### src/hdl/fnsd_pkg.sv
package fnsd_pkg;

    localparam int REF_W = 27;
    localparam int LO_W = 33;
    localparam int INT_W = 10;
    localparam int FRAC_BITS_DEF = 24;
    localparam int VCO_MAX_MHZ = 5400;
    localparam int CMP_W = LO_W + 7;

    localparam logic [CMP_W-1:0] VCO_MAX_HZ = CMP_W'(64'(VCO_MAX_MHZ) * 64'd1000000);
    localparam logic [LO_W-1:0] PRESC_SWITCH_HZ = 33'd3200000000;
    localparam logic [REF_W-1:0] REF_MIN_HZ = 27'd10000000;
    localparam logic [REF_W-1:0] REF_MAX_HZ = 27'd104000000;
    localparam logic [REF_W-1:0] REF_RESET_HZ = 27'd40000000;

    localparam logic [1:0] CPL_LOW = 2'd2;
    localparam logic [1:0] CPL_HIGH = 2'd3;

    typedef struct packed {
        logic       valid;
        logic       oor;
        logic [2:0] k;
        logic       p4;
    } t_ctrl;

    typedef struct packed {
        logic [2:0]      lo_div_exp;
        logic            presc_four;
        logic [1:0]      loop_coupling;
        logic [8:0]      n_integer;
        logic [15:0]     frac_high;
        logic [7:0]      frac_low;
        logic [LO_W-1:0] actual_freq_hz;
        logic            out_of_range;
        logic            last;
    } t_result;

endpackage

### src/hdl/fnsd_cell.sv
module fnsd_cell import fnsd_pkg::*; #(
    parameter int QW = INT_W + FRAC_BITS_DEF
) (
    input  logic             i_clk,
    input  logic             i_rst_n,
    input  logic             i_en,
    input  logic [REF_W-1:0] i_ref,
    input  t_ctrl            i_ctrl,
    input  logic [REF_W-1:0] i_rem,
    input  logic [QW-1:0]    i_qd,
    output t_ctrl            o_ctrl,
    output logic [REF_W-1:0] o_rem,
    output logic [QW-1:0]    o_qd
);
    logic [REF_W:0]   w_t;
    logic [REF_W:0]   w_diff;
    logic             w_ge;
    logic [REF_W-1:0] n_rem;
    t_ctrl            r_ctrl;
    logic [REF_W-1:0] r_rem;
    logic [QW-1:0]    r_qd;

    assign w_t = {i_rem, i_qd[QW-1]};
    assign w_diff = w_t - {1'b0, i_ref};
    assign w_ge = w_t >= {1'b0, i_ref};
    assign n_rem = w_ge ? w_diff[REF_W-1:0] : w_t[REF_W-1:0];

    always_ff @(posedge i_clk) begin
        if (!i_rst_n) begin
            r_ctrl <= '0;
        end else if (i_en) begin
            r_ctrl <= i_ctrl;
        end
    end

    always_ff @(posedge i_clk) begin
        if (i_en) begin
            r_rem <= n_rem;
            r_qd <= {i_qd[QW-2:0], w_ge};
        end
    end

    assign o_ctrl = r_ctrl;
    assign o_rem = r_rem;
    assign o_qd = r_qd;
endmodule

### config.mk
export PLATFORM = sky130hd
export DESIGN_NAME = fnsd_cell
export DESIGN_NICKNAME = d
export VERILOG_FILES = /design/src/hdl/fnsd_pkg.sv /design/src/hdl/fnsd_cell.sv
export SDC_FILE = /design/constraint.sdc
export NUM_CORES = 1
export LEC_CHECK = 0
export BUFFER_PORTS_ARGS = -buffer_cell sky130_fd_sc_hd__buf_2
export CORE_MARGIN = 2
export CORE_UTILIZATION = 52
export CTS_CLUSTER_SIZE = 20
export DETAILED_ROUTE_END_ITERATION = 10
export HOLD_SLACK_MARGIN = 0.1
export MAX_ROUTING_LAYER = met4
export PLACE_DENSITY = 0.86
export SLEW_MARGIN = 20
export SYNTH_ARGS = -nofsm -noshare
export SYNTH_HDL_FRONTEND = slang
export SYNTH_SLANG_ARGS = --single-unit
### constraint.sdc
create_clock -name i_clk -period 7.4 [get_ports i_clk]
set_input_delay 1.48 -clock i_clk [delete_from_list [all_inputs] [get_ports i_clk]]
set_output_delay 1.48 -clock i_clk [all_outputs]
set_load 0.01 [all_outputs]
==> impl_metrics.toml <==
[logic_synthesis]
ys_ff_latch = 67
yosys_warnings = 0
synthesis.instances = 364
synth_seq_area_share_pct = 50.29
synth.largest_area_cell = "edfxtp_1"
ys_types = 58
synth_edf_count = 61
synth_top_area_share_pct = 47.20
synth_area_leaders = "edfxtp_1 (47%), ha_1 (8.7%), a21oi_1 (4.5%)"
synth_ff_type = "edfxtp_1"
syn-cell-area_sq_um = 3881
postSynth.asyncResetShare_pct = 0
post_synth.cell_area_avg_sq_um = 10.66
syn_nets = 489

[sta]
finalHoldViolations = 0
rsz0062_at_grt = "no"
skew_ps = 0
max_freq_mhz = 246.7
timing.setup.tns_ps = 0
final.period_utilization_pct = 54.79
tightest_slew_ps = 900.3
final_max_slew_viol_count = 0
setup_viol = 0
max_slew_margin_pct = 39.98
final.min_clock_period_ps = 4054

[global_route]
grt_max_degree = 68
grt_antenna_before_repair = 0
first_global_vias = 3141
grt-ovfl-total = 0
track_usage_pct = 24.12
grt_pass1_wl_mm = 15.44

[clock_tree]
root_buffer = "clkbuf_8"
post-cts-setup-buffers = 0
clock_sinks = 67
cts_inserted_buffers = 9
clk_pin_slew_ps = 80
cts-hold-fix-buffers = 0
post_cts_resized = 0
htree_levels = 3
clk_latency_ps = 330
cts_buffer_depth = 2
cts_tree = "built"

[routing]
drtAntennaViolNets = 0
routedWlPerCell_um = 15.21
first_pass_iters = 5
vias = 3375
drc = 0
viasPerCell = 5.315
routed_wl_mm = 9.659
drt_iter0_markers = 213

[floorplan]
die_h_um = 90.40
coreArea_sq_um = 7253
dieWidth_um = 90.40
start_util_pct = 53.51
row_count = 31
dieArea_sq_um = 8171
ios = 164

[placement]
gp_congestion = 0.8992
port_buffers = 163
place_hpwl_mm = 7.242

[layout]
syn2layout_area_growth_pct = 29.11
multi_input_area_sq_um = 1759
nFillCells = 552
drive_gt1_share_pct = 36.01
diodes = 0
num-nets-final = 656
seqCellArea_sq_um = 1952

[setup_path]
critPathKind = "input port to register"
crit_fanout = 34
cp_slowest_stage_delay_ps = 460
cp_slowest_cell = "fa_1"
r2r_slack_ps = 6760
worstPathArrival_ps = 4150
cp.required_ps = 7500
start_kind = "input port"
worstSetupEndpointType = "register"
path_cells = "buf_2 > inv_1 > ha_1 > fa_1 > nor2b_4 > o31a_1 > o21ai_4 > a211oi_2 > o2111ai_1 > and2_4 > inv_2 > and4_1 > nor3_2"

[power_and_ir_drop]
p_per_area_nw_per_um2 = 215.0
ir_drop_mv = 0.1008
power_w = 0.001077
leakage_nw = 2.351

[run_status]
status = "finished, final reports clean"

[worst_hold_path]
min_path_type = "register to register"

[job]
maxCapViolations = 0
-- synthesized netlist by cell type (6+ instances only) --
cell      instances
nor2b_1           8
xnor2_1          10
edfxtp_1         61
o21ai_0          12
ha_1             27
inv_1            33
o21ai_1          13
mux2i_1           6
a21o_1            6
dfxtp_1           6
nand2_1          30
nor2_1           33
a21oi_1          35
xor2_1           10
-- cell usage in the layout (no fill, tap or decap), types with 2 or more instances in the layout --
cell type	Yosys	routed
nor3_1	4	4
clkbuf_16	0	3
nand3_1	3	3
nor2b_1	8	8
inv_1	33	33
nand4_1	4	4
o21bai_1	2	2
xnor2_1	10	10
a211oi_2	4	4
a31oi_1	4	4
xor2_1	10	10
buf_2	4	163
ha_1	27	27
nor2_1	33	33
dfxtp_1	6	6
a21o_1	6	6
nand2_1	30	30
and4_1	3	3
clkbuf_8	0	9
o2111ai_1	2	2
nand2b_1	2	2
a211oi_1	3	3
o21ai_0	12	12
edfxtp_1	61	61
o21a_1	3	3
and3_1	2	2
mux2i_1	6	6
o21ai_1	13	13
a21oi_1	35	35
a21boi_0	2	2
-- per-stage QoR --
step / setup WS, ps / cell area (sq um) / hold WS, ps / utilization (%) / instances
finish: 3346 / 5011 / 522.7 / 69.09 / 635
global route: 3175 / 5011 / 563.6 / 69.09 / 635
CTS: 3367 / 5011 / 525.4 / 69.09 / 635
detailed placement: 3000 / 4786 / 505.9 / 65.98 / 619
global placement: 3117 / 4786 / 494.3 / 65.98 / 619
floorplan: 3770 / 3881 / 538.5 / - / 364
-- final timing paths --
path | depth (start not counted) | from | to
min reg2reg | 2 | o_ctrl[5]$_SDFFE_PN0P_ | o_ctrl[5]$_SDFFE_PN0P_
min | 2 | o_ctrl[5]$_SDFFE_PN0P_ | o_ctrl[5]$_SDFFE_PN0P_
max | 13 | i_qd[33] | o_rem[25]$_DFFE_PP_
max reg2reg | 2 | o_ctrl[0]$_SDFFE_PN0P_ | o_ctrl[0]$_SDFFE_PN0P_
-- area by class of cell --
| type | instances | share of cell area [%] |
|---|---|---|
| well taps | 99 | 2.472 |
| clock buffers | 13 | 4.045 |
| multi-input cells | 255 | 35.11 |
| flip-flops and latches | 67 | 38.95 |
| clock inverters | 3 | 0.4494 |
| inverters | 34 | 2.547 |
| repair buffers | 164 | 16.43 |
-- routing by layer --
layer	routed length [um]	GRT usage [%]
met1	4158	30.55
met2	4808	40.41
met3	612	4.341
met4	80	6.154
met5	0	-
-- sequential cells by signal, summed over array words and instances (netlist names) --
name / cells
o_ctrl: 6
o_qd: 34
o_rem: 27
-- report_power, final --
group | switching, W | internal (W) | leakage (nW) | total, W
sequential | 0.0000102 | 0.000464 | 0.647 | 0.000474
clock | 0.000149 | 0.000185 | 0.115 | 0.000334
combinational | 0.000154 | 0.000115 | 1.59 | 0.000269
total | 0.000313 | 0.000764 | 2.35 | 0.00108
-- critical path, delay by kind of cell --
family	cells	cell delay (ps)
AOI/OAI and AO/OA	4	720
adders and majority gates	2	660
buffers and inverters	3	570
and+or+nand+nor	4	720
-- cells by family (layout without fill, tap and decap cells) --
group	Yosys count	count (layout)	synth area share (%)
buffers and inverters	42	214	4.384
adders and majority gates	28	28	9.220
and+or+nand+nor	97	97	12.25
DFF	67	67	50.29
muxes	6	6	1.547
xor gates and xnor gates	20	20	4.513
AOI/OAI and AO/OA	104	104	17.80
Power figures use the tool's default switching activity.
