===== src/hdl/fnsd_pkg.sv =====
package fnsd_pkg;

    localparam int REF_W = 27;
    localparam int LO_W = 33;
    localparam int INT_W = 10;
    localparam int FRAC_BITS_DEF = 24;
    localparam int VCO_MAX_MHZ = 5400;
    localparam int CMP_W = LO_W + 7;

    localparam logic [CMP_W-1:0] VCO_MAX_HZ = CMP_W'(64'(VCO_MAX_MHZ) * 64'd1000000);
    localparam logic [LO_W-1:0] PRESC_SWITCH_HZ = 33'd3200000000;
    localparam logic [REF_W-1:0] REF_MIN_HZ = 27'd10000000;
    localparam logic [REF_W-1:0] REF_MAX_HZ = 27'd104000000;
    localparam logic [REF_W-1:0] REF_RESET_HZ = 27'd40000000;

    localparam logic [1:0] CPL_LOW = 2'd2;
    localparam logic [1:0] CPL_HIGH = 2'd3;

    typedef struct packed {
        logic       valid;
        logic       oor;
        logic [2:0] k;
        logic       p4;
    } t_ctrl;

    typedef struct packed {
        logic [2:0]      lo_div_exp;
        logic            presc_four;
        logic [1:0]      loop_coupling;
        logic [8:0]      n_integer;
        logic [15:0]     frac_high;
        logic [7:0]      frac_low;
        logic [LO_W-1:0] actual_freq_hz;
        logic            out_of_range;
        logic            last;
    } t_result;

endpackage


===== src/hdl/fnsd_finish.sv =====
module fnsd_finish import fnsd_pkg::*; #(
    parameter int FRAC_BITS = FRAC_BITS_DEF
) (
    input  logic                       i_clk,
    input  logic                       i_rst_n,
    input  logic                       i_en,
    input  logic [REF_W-1:0]           i_ref,
    input  t_ctrl                      i_ctrl,
    input  logic [INT_W+FRAC_BITS-1:0] i_quo,
    output logic                       o_valid,
    output logic                       o_two,
    output t_result                    o_first,
    output t_result                    o_second
);
    localparam int QW = INT_W + FRAC_BITS;
    localparam int LW = 17;
    localparam int HW = QW - LW;
    localparam int PW = REF_W + QW;

    logic [QW-1:0]       w_t2;
    logic [QW-1:0]       w_t4;
    t_ctrl               r_ctrl;
    logic [QW-1:0]       r_t2;
    logic [QW-1:0]       r_t4;
    logic [REF_W+LW-1:0] r_lo2;
    logic [REF_W+LW-1:0] r_lo4;
    logic [REF_W+HW-1:0] r_hi2;
    logic [REF_W+HW-1:0] r_hi4;
    logic [PW-1:0]       w_p2;
    logic [PW-1:0]       w_p4;
    logic [5:0]          w_sh2;
    logic [5:0]          w_sh4;
    logic [23:0]         w_f2;
    logic [23:0]         w_f4;
    t_result             w_plan2;
    t_result             w_plan4;
    t_result             n_first;
    t_result             n_second;
    logic                r_valid;
    logic                r_two;
    t_result             r_first;
    t_result             r_second;

    assign w_t2 = {1'b0, i_quo[QW-1:1]} + QW'(i_quo[0]);
    assign w_t4 = {2'b00, i_quo[QW-1:2]} + QW'(i_quo[1]);

    always_ff @(posedge i_clk) begin
        if (!i_rst_n) begin
            r_ctrl <= '0;
        end else if (i_en) begin
            r_ctrl <= i_ctrl;
        end
    end

    always_ff @(posedge i_clk) begin
        if (i_en) begin
            r_t2 <= w_t2;
            r_t4 <= w_t4;
            r_lo2 <= (REF_W+LW)'(i_ref) * (REF_W+LW)'(w_t2[LW-1:0]);
            r_lo4 <= (REF_W+LW)'(i_ref) * (REF_W+LW)'(w_t4[LW-1:0]);
            r_hi2 <= (REF_W+HW)'(i_ref) * (REF_W+HW)'(w_t2[QW-1:LW]);
            r_hi4 <= (REF_W+HW)'(i_ref) * (REF_W+HW)'(w_t4[QW-1:LW]);
        end
    end

    assign w_p2 = PW'(r_lo2) + (PW'(r_hi2) << LW);
    assign w_p4 = PW'(r_lo4) + (PW'(r_hi4) << LW);
    assign w_sh2 = 6'(FRAC_BITS - 1) + 6'(r_ctrl.k);
    assign w_sh4 = 6'(FRAC_BITS - 2) + 6'(r_ctrl.k);

    generate
        if (FRAC_BITS >= 24) begin : g_frac_cut
            assign w_f2 = r_t2[FRAC_BITS-1 -: 24];
            assign w_f4 = r_t4[FRAC_BITS-1 -: 24];
        end else begin : g_frac_pad
            assign w_f2 = {r_t2[FRAC_BITS-1:0], (24-FRAC_BITS)'(0)};
            assign w_f4 = {r_t4[FRAC_BITS-1:0], (24-FRAC_BITS)'(0)};
        end
    endgenerate

    always_comb begin
        w_plan2 = '0;
        w_plan2.lo_div_exp = r_ctrl.k;
        w_plan2.loop_coupling = r_ctrl.p4 ? CPL_HIGH : CPL_LOW;
        w_plan2.n_integer = r_t2[FRAC_BITS+8:FRAC_BITS];
        w_plan2.frac_high = w_f2[23:8];
        w_plan2.frac_low = w_f2[7:0];
        w_plan2.actual_freq_hz = LO_W'(w_p2 >> w_sh2);
        w_plan2.last = 1'b1;
        w_plan4 = '0;
        w_plan4.lo_div_exp = r_ctrl.k;
        w_plan4.presc_four = 1'b1;
        w_plan4.loop_coupling = CPL_HIGH;
        w_plan4.n_integer = r_t4[FRAC_BITS+8:FRAC_BITS];
        w_plan4.frac_high = w_f4[23:8];
        w_plan4.frac_low = w_f4[7:0];
        w_plan4.actual_freq_hz = LO_W'(w_p4 >> w_sh4);
        n_second = w_plan2;
        if (r_ctrl.oor) begin
            n_first = '0;
            n_first.out_of_range = 1'b1;
            n_first.last = 1'b1;
        end else if (r_ctrl.p4) begin
            n_first = w_plan4;
        end else begin
            n_first = w_plan2;
        end
    end

    always_ff @(posedge i_clk) begin
        if (!i_rst_n) begin
            r_valid <= 1'b0;
            r_two <= 1'b0;
        end else if (i_en) begin
            r_valid <= r_ctrl.valid;
            r_two <= r_ctrl.p4 && !r_ctrl.oor;
        end
    end

    always_ff @(posedge i_clk) begin
        if (i_en) begin
            r_first <= n_first;
            r_second <= n_second;
        end
    end

    assign o_valid = r_valid;
    assign o_two = r_two;
    assign o_first = r_first;
    assign o_second = r_second;
endmodule


===== config.mk =====
export PLATFORM = sky130hd
export DESIGN_NAME = fnsd_finish
export DESIGN_NICKNAME = d
export VERILOG_FILES = /design/src/hdl/fnsd_pkg.sv /design/src/hdl/fnsd_finish.sv
export SDC_FILE = /design/constraint.sdc
export NUM_CORES = 2
export LEC_CHECK = 0
export ABC_AREA = 1
export BUFFER_PORTS_ARGS = -buffer_cell sky130_fd_sc_hd__buf_2
export CAP_MARGIN = 20
export CORE_ASPECT_RATIO = 1.2
export CORE_UTILIZATION = 61
export DETAILED_ROUTE_END_ITERATION = 10
export HOLD_SLACK_MARGIN = 0.02
export PLACE_DENSITY = 0.78
export SLEW_MARGIN = 30
export SYNTH_ARGS = -nofsm -noshare
export SYNTH_HDL_FRONTEND = slang
export SYNTH_SLANG_ARGS = --single-unit
export TNS_END_PERCENT = 100

===== constraint.sdc =====
create_clock -name i_clk -period 7.95 [get_ports i_clk]
set_clock_uncertainty 0.05 [all_clocks]
set_input_delay 0.3975 -clock i_clk [delete_from_list [all_inputs] [get_ports i_clk]]
set_output_delay 0.3975 -clock i_clk [all_outputs]
set_load 0.02 [all_outputs]

==> summary.txt <==
YOSYS
-----------------------------------------------------------------------------------------------
Xor and xnor area share after synthesis                                                   1.88%
Post-Synth Adder-Cell Area                                                                45.3%
Simple-gate area share of the yosys netlist                                               21.1%
Synth Register Bits                                                                         358
Mux share of post-synthesis cell area                                                        0%
EDFF count, synth                                                                           350
Synthesized area per cell                                                            7.86 sq um
Combinational family with the most area after synthesis                             adder cells
Post-synth cell types                                                                        59
Ys async rst share                                                                           0%
Complex-gate fraction of the synthesized area                                             4.32%
Post-synthesis instance area                                                       0.0792 sq mm
Sequential share of the synthesized area                                                  13.5%
Warnings, synthesis                                                                           0
Post-synthesis cell count                                                                 10070
Ys flop type                                                                       sky130_fd_sc_hd__edfxtp_1

LAYOUT
-----------------------------------------------------------------------------------------------
Reg area                                                                           0.0107 sq mm
Filler Cell Count                                                                         10923
Leading cell types in the layout, fill and taps excluded                           2479 x sky130_fd_sc_hd__nand2_1, 2411 x sky130_fd_sc_hd__inv_1, 1466 x sky130_fd_sc_hd__fa_1, 867 x sky130_fd_sc_hd__nor2_1, 517 x sky130_fd_sc_hd__ha_1
Design Area, Final                                                                 0.0857 sq mm
Fraction of layout instances using a drive strength above 1                               8.09%
Post-layout net count                                                                     12410
Area growth from synthesis to layout                                                      8.24%
Most common cell after layout, fill and taps aside                                 sky130_fd_sc_hd__nand2_1
Combined area of the multi-input logic cells                                       0.0575 sq mm
Final standard cell count with taps included and fillers excluded                         12085

DRT
-----------------------------------------------------------------------------------------------
Detailed-route via count                                                                  70409
Count of unresolved DRC violations after routing                                              0
Detail-routed via count per cell                                                           5.83
Average wire per cell in the routed design                                              24.0 um
Total Routed Length                                                                   290000 um
Routed Antenna Nets                                                                           0
DRT Pass-1 Iters                                                                              7
Iteration-0 DRC Markers                                                                    7105

STA
-----------------------------------------------------------------------------------------------
Worst max-slew margin expressed relative to the limit                                     28.1%
Final period demand of the worst path                                                   7440 ps
Max-slew violation count                                                                      0
Final setup violation count                                                                   0
Post-Route Hold Slack                                                                   37.0 ps
Transition time at the pin with the least slew margin                                   1070 ps
Count of final hold-check violations                                                          0
Period utilisation layout                                                                 93.6%
Worst setup slack after layout                                                           513 ps
Unrepaired setup endpoints after global routing                                           false
Achievable clock frequency                                                              134 MHz

DIE
-----------------------------------------------------------------------------------------------
Vertical die dimension                                                                   397 um
Total number of placement rows                                                              144
Total core area                                                                     0.129 sq mm
Floorplan die area                                                                  0.131 sq mm
Top-level I/O count                                                                         220
Horizontal extent of the die                                                             331 um
Initial core utilization                                                                  61.6%

GLOBAL ROUTE
-----------------------------------------------------------------------------------------------
All-Layer GR Usage                                                                        45.0%
Via count of the first global-routing pass                                                73588
First-pass GRT wire length                                                            434000 um
Antenna violations before repair                                                             31
Remaining global-route overflow                                                               0
Pin count of the biggest net entering global routing                                        142

WORST SETUP PATH
-----------------------------------------------------------------------------------------------
Critical path buffers and inverters                                                           8
Worst EP arrival                                                                        7790 ps
Worst-case register-to-register setup slack                                             4360 ps
Startpoint type of the worst setup path                                              input port
Length in cells of the worst reg-to-reg path                                                 16
Critical path depth                                                                          32
Crit-path max FO                                                                             14
CP peak stage delay                                                                      580 ps
Capturing element type of the critical path                                            register
Cell class contributing the biggest share of worst-path delay                       adder cells
Data required time of the worst path                                                    8300 ps
Cell with the largest stage delay on the worst path                                sky130_fd_sc_hd__fa_1
Critical path start-end classification                                             input port to register

STATUS
-----------------------------------------------------------------------------------------------
Result of the run                                                                  finished, final reports clean

HOLD PATH
-----------------------------------------------------------------------------------------------
Min-Delay Path Class                                                               input port to register
Hold path cells                                                                               3

CLOCK TREE
-----------------------------------------------------------------------------------------------
Maximum root-to-sink buffer count                                                             3
Number of clock buffers inserted by TritonCTS                                                42
Count of buffers added by post-CTS timing repair for setup                                    0
Clock insertion delay at the later pin of the skew report                                700 ps
Clock tree root driver cell                                                        sky130_fd_sc_hd__clkbuf_16
CTS tree                                                                                    yes
Total number of H-tree levels                                                                 2
Clock input transition at the sequential cells of the worst setup and hold paths          70 ps
Num Clock Sinks                                                                             358

PLACED DESIGN
-----------------------------------------------------------------------------------------------
Gp weighted congestion                                                                     1.05
Placed cells                                                                              11983
Placement-stage cell area                                                          0.0842 sq mm
Detail Placement HPWL                                                                 231000 um
Pre-CTS WS                                                                              -164 ps
Number of port buffers                                                                      215

RUN
-----------------------------------------------------------------------------------------------
Max cap viols                                                                                 0

per-stage QoR:
| stage | util [%] | setup TNS, ps |
|---|---|---|
| after floorplan | - | 0 |
| after detailed placement | 65.4 | -164 |
| after global routing | 66.6 | 0 |
| after CTS | 66.6 | 0 |
| after global placement | 65.4 | -167 |
| final | 66.6 | 0 |
registers in the layout, indices dropped and copies added, names as in the netlist, 27 cells and up:
name / count
r_lo2: 27
o_first: 73
o_second: 70
r_t4: 33
r_lo4: 27
r_t2: 33
r_hi4: 43
r_hi2: 44
worst reg2reg max path: stages, from the launching register on:
cell,delay (ps)
sky130_fd_sc_hd__edfxtp_1,570
sky130_fd_sc_hd__ha_1,490
sky130_fd_sc_hd__nand2_1,140
sky130_fd_sc_hd__nor2_1,230
sky130_fd_sc_hd__nand2_1,160
sky130_fd_sc_hd__nor2_1,120
sky130_fd_sc_hd__nand2_1,70
sky130_fd_sc_hd__nand3_1,130
sky130_fd_sc_hd__nand2_1,140
sky130_fd_sc_hd__nand2_1,110
sky130_fd_sc_hd__nand2_1,60
sky130_fd_sc_hd__nand3_1,110
sky130_fd_sc_hd__nand3_1,120
sky130_fd_sc_hd__nand3_1,120
sky130_fd_sc_hd__nand2_1,250
sky130_fd_sc_hd__nand2_1,340
sky130_fd_sc_hd__nand2_1,110
routing by layer:
metal	up-vias	global-route usage (%)	share of wire, %
li1	30407	-	-
met1	33993	52.7	34
met2	4614	69.6	44
met3	1367	13.7	13
met4	28	33.1	9.2
met5	-	0.712	0.10
layout make-up:
| cell class | instances | share of cell area, % |
|---|---|---|
| clock buffers | 51 | 1.28 |
| well taps | 1679 | 2.45 |
| inverters | 2480 | 10.9 |
| multi-input cells | 6845 | 67.1 |
| flip-flops and latches | 358 | 12.5 |
| diodes | 20 | 0.0584 |
| repair buffers | 626 | 5.42 |
| clock inverters | 26 | 0.368 |
logic make-up (layout without fill, tap and decap cells):
logic type / count (synthesis) / in the layout
simple gates: 4102 / 4102
buf+inv: 2869 / 3183
fa+ha+maj: 1987 / 1987
compound gates: 582 / 582
flops: 358 / 358
xor+xnor: 170 / 170
other cells: 2 / 24
synth_stat cells (29+ instances only):
| library cell | number | area [sq um] |
|---|---|---|
| sky130_fd_sc_hd__nor3_1 | 61 | 305 |
| sky130_fd_sc_hd__fa_1 | 1466 | 29300 |
| sky130_fd_sc_hd__a22o_1 | 33 | 289 |
| sky130_fd_sc_hd__o21ai_0 | 149 | 746 |
| sky130_fd_sc_hd__nor2_2 | 32 | 200 |
| sky130_fd_sc_hd__nand3_1 | 504 | 2520 |
| sky130_fd_sc_hd__nor2_1 | 870 | 3270 |
| sky130_fd_sc_hd__inv_2 | 51 | 191 |
| sky130_fd_sc_hd__clkbuf_1 | 259 | 972 |
| sky130_fd_sc_hd__xor2_1 | 100 | 876 |
| sky130_fd_sc_hd__buf_2 | 71 | 355 |
| sky130_fd_sc_hd__o211ai_1 | 29 | 218 |
| sky130_fd_sc_hd__nand4_1 | 48 | 300 |
| sky130_fd_sc_hd__a21oi_1 | 240 | 1200 |
| sky130_fd_sc_hd__edfxtp_1 | 350 | 10500 |
| sky130_fd_sc_hd__and2_1 | 32 | 200 |
| sky130_fd_sc_hd__xnor2_1 | 70 | 613 |
| sky130_fd_sc_hd__ha_1 | 521 | 6520 |
| sky130_fd_sc_hd__a31oi_1 | 38 | 238 |
| sky130_fd_sc_hd__nand2_1 | 2479 | 9310 |
| sky130_fd_sc_hd__inv_1 | 2411 | 9050 |
repair_timing:
item,in CTS,in global routing
endpoints found under the setup margin,0,1
endpoints found under the hold margin,4,0
gates resized for setup,0,1
hold buffers,5,0
path summary, 6_finish.rpt:
path	end	from
worst min register to register	o_second[56]$_DFFE_PP_	r_t2[21]$_DFFE_PP_
worst max register to register	o_first[33]$_SDFFCE_PP0P_	r_lo2[25]$_DFFE_PP_
worst max-delay path	r_hi2[34]$_DFFE_PP_	i_quo[1]
worst min-delay path	n_second[72]$_SDFFE_PN0P_	i_ctrl[2]
Power is left out: the tool's default activity adds up to more than one toggle a clock period on the data nets, which glitch-free logic cannot reach.
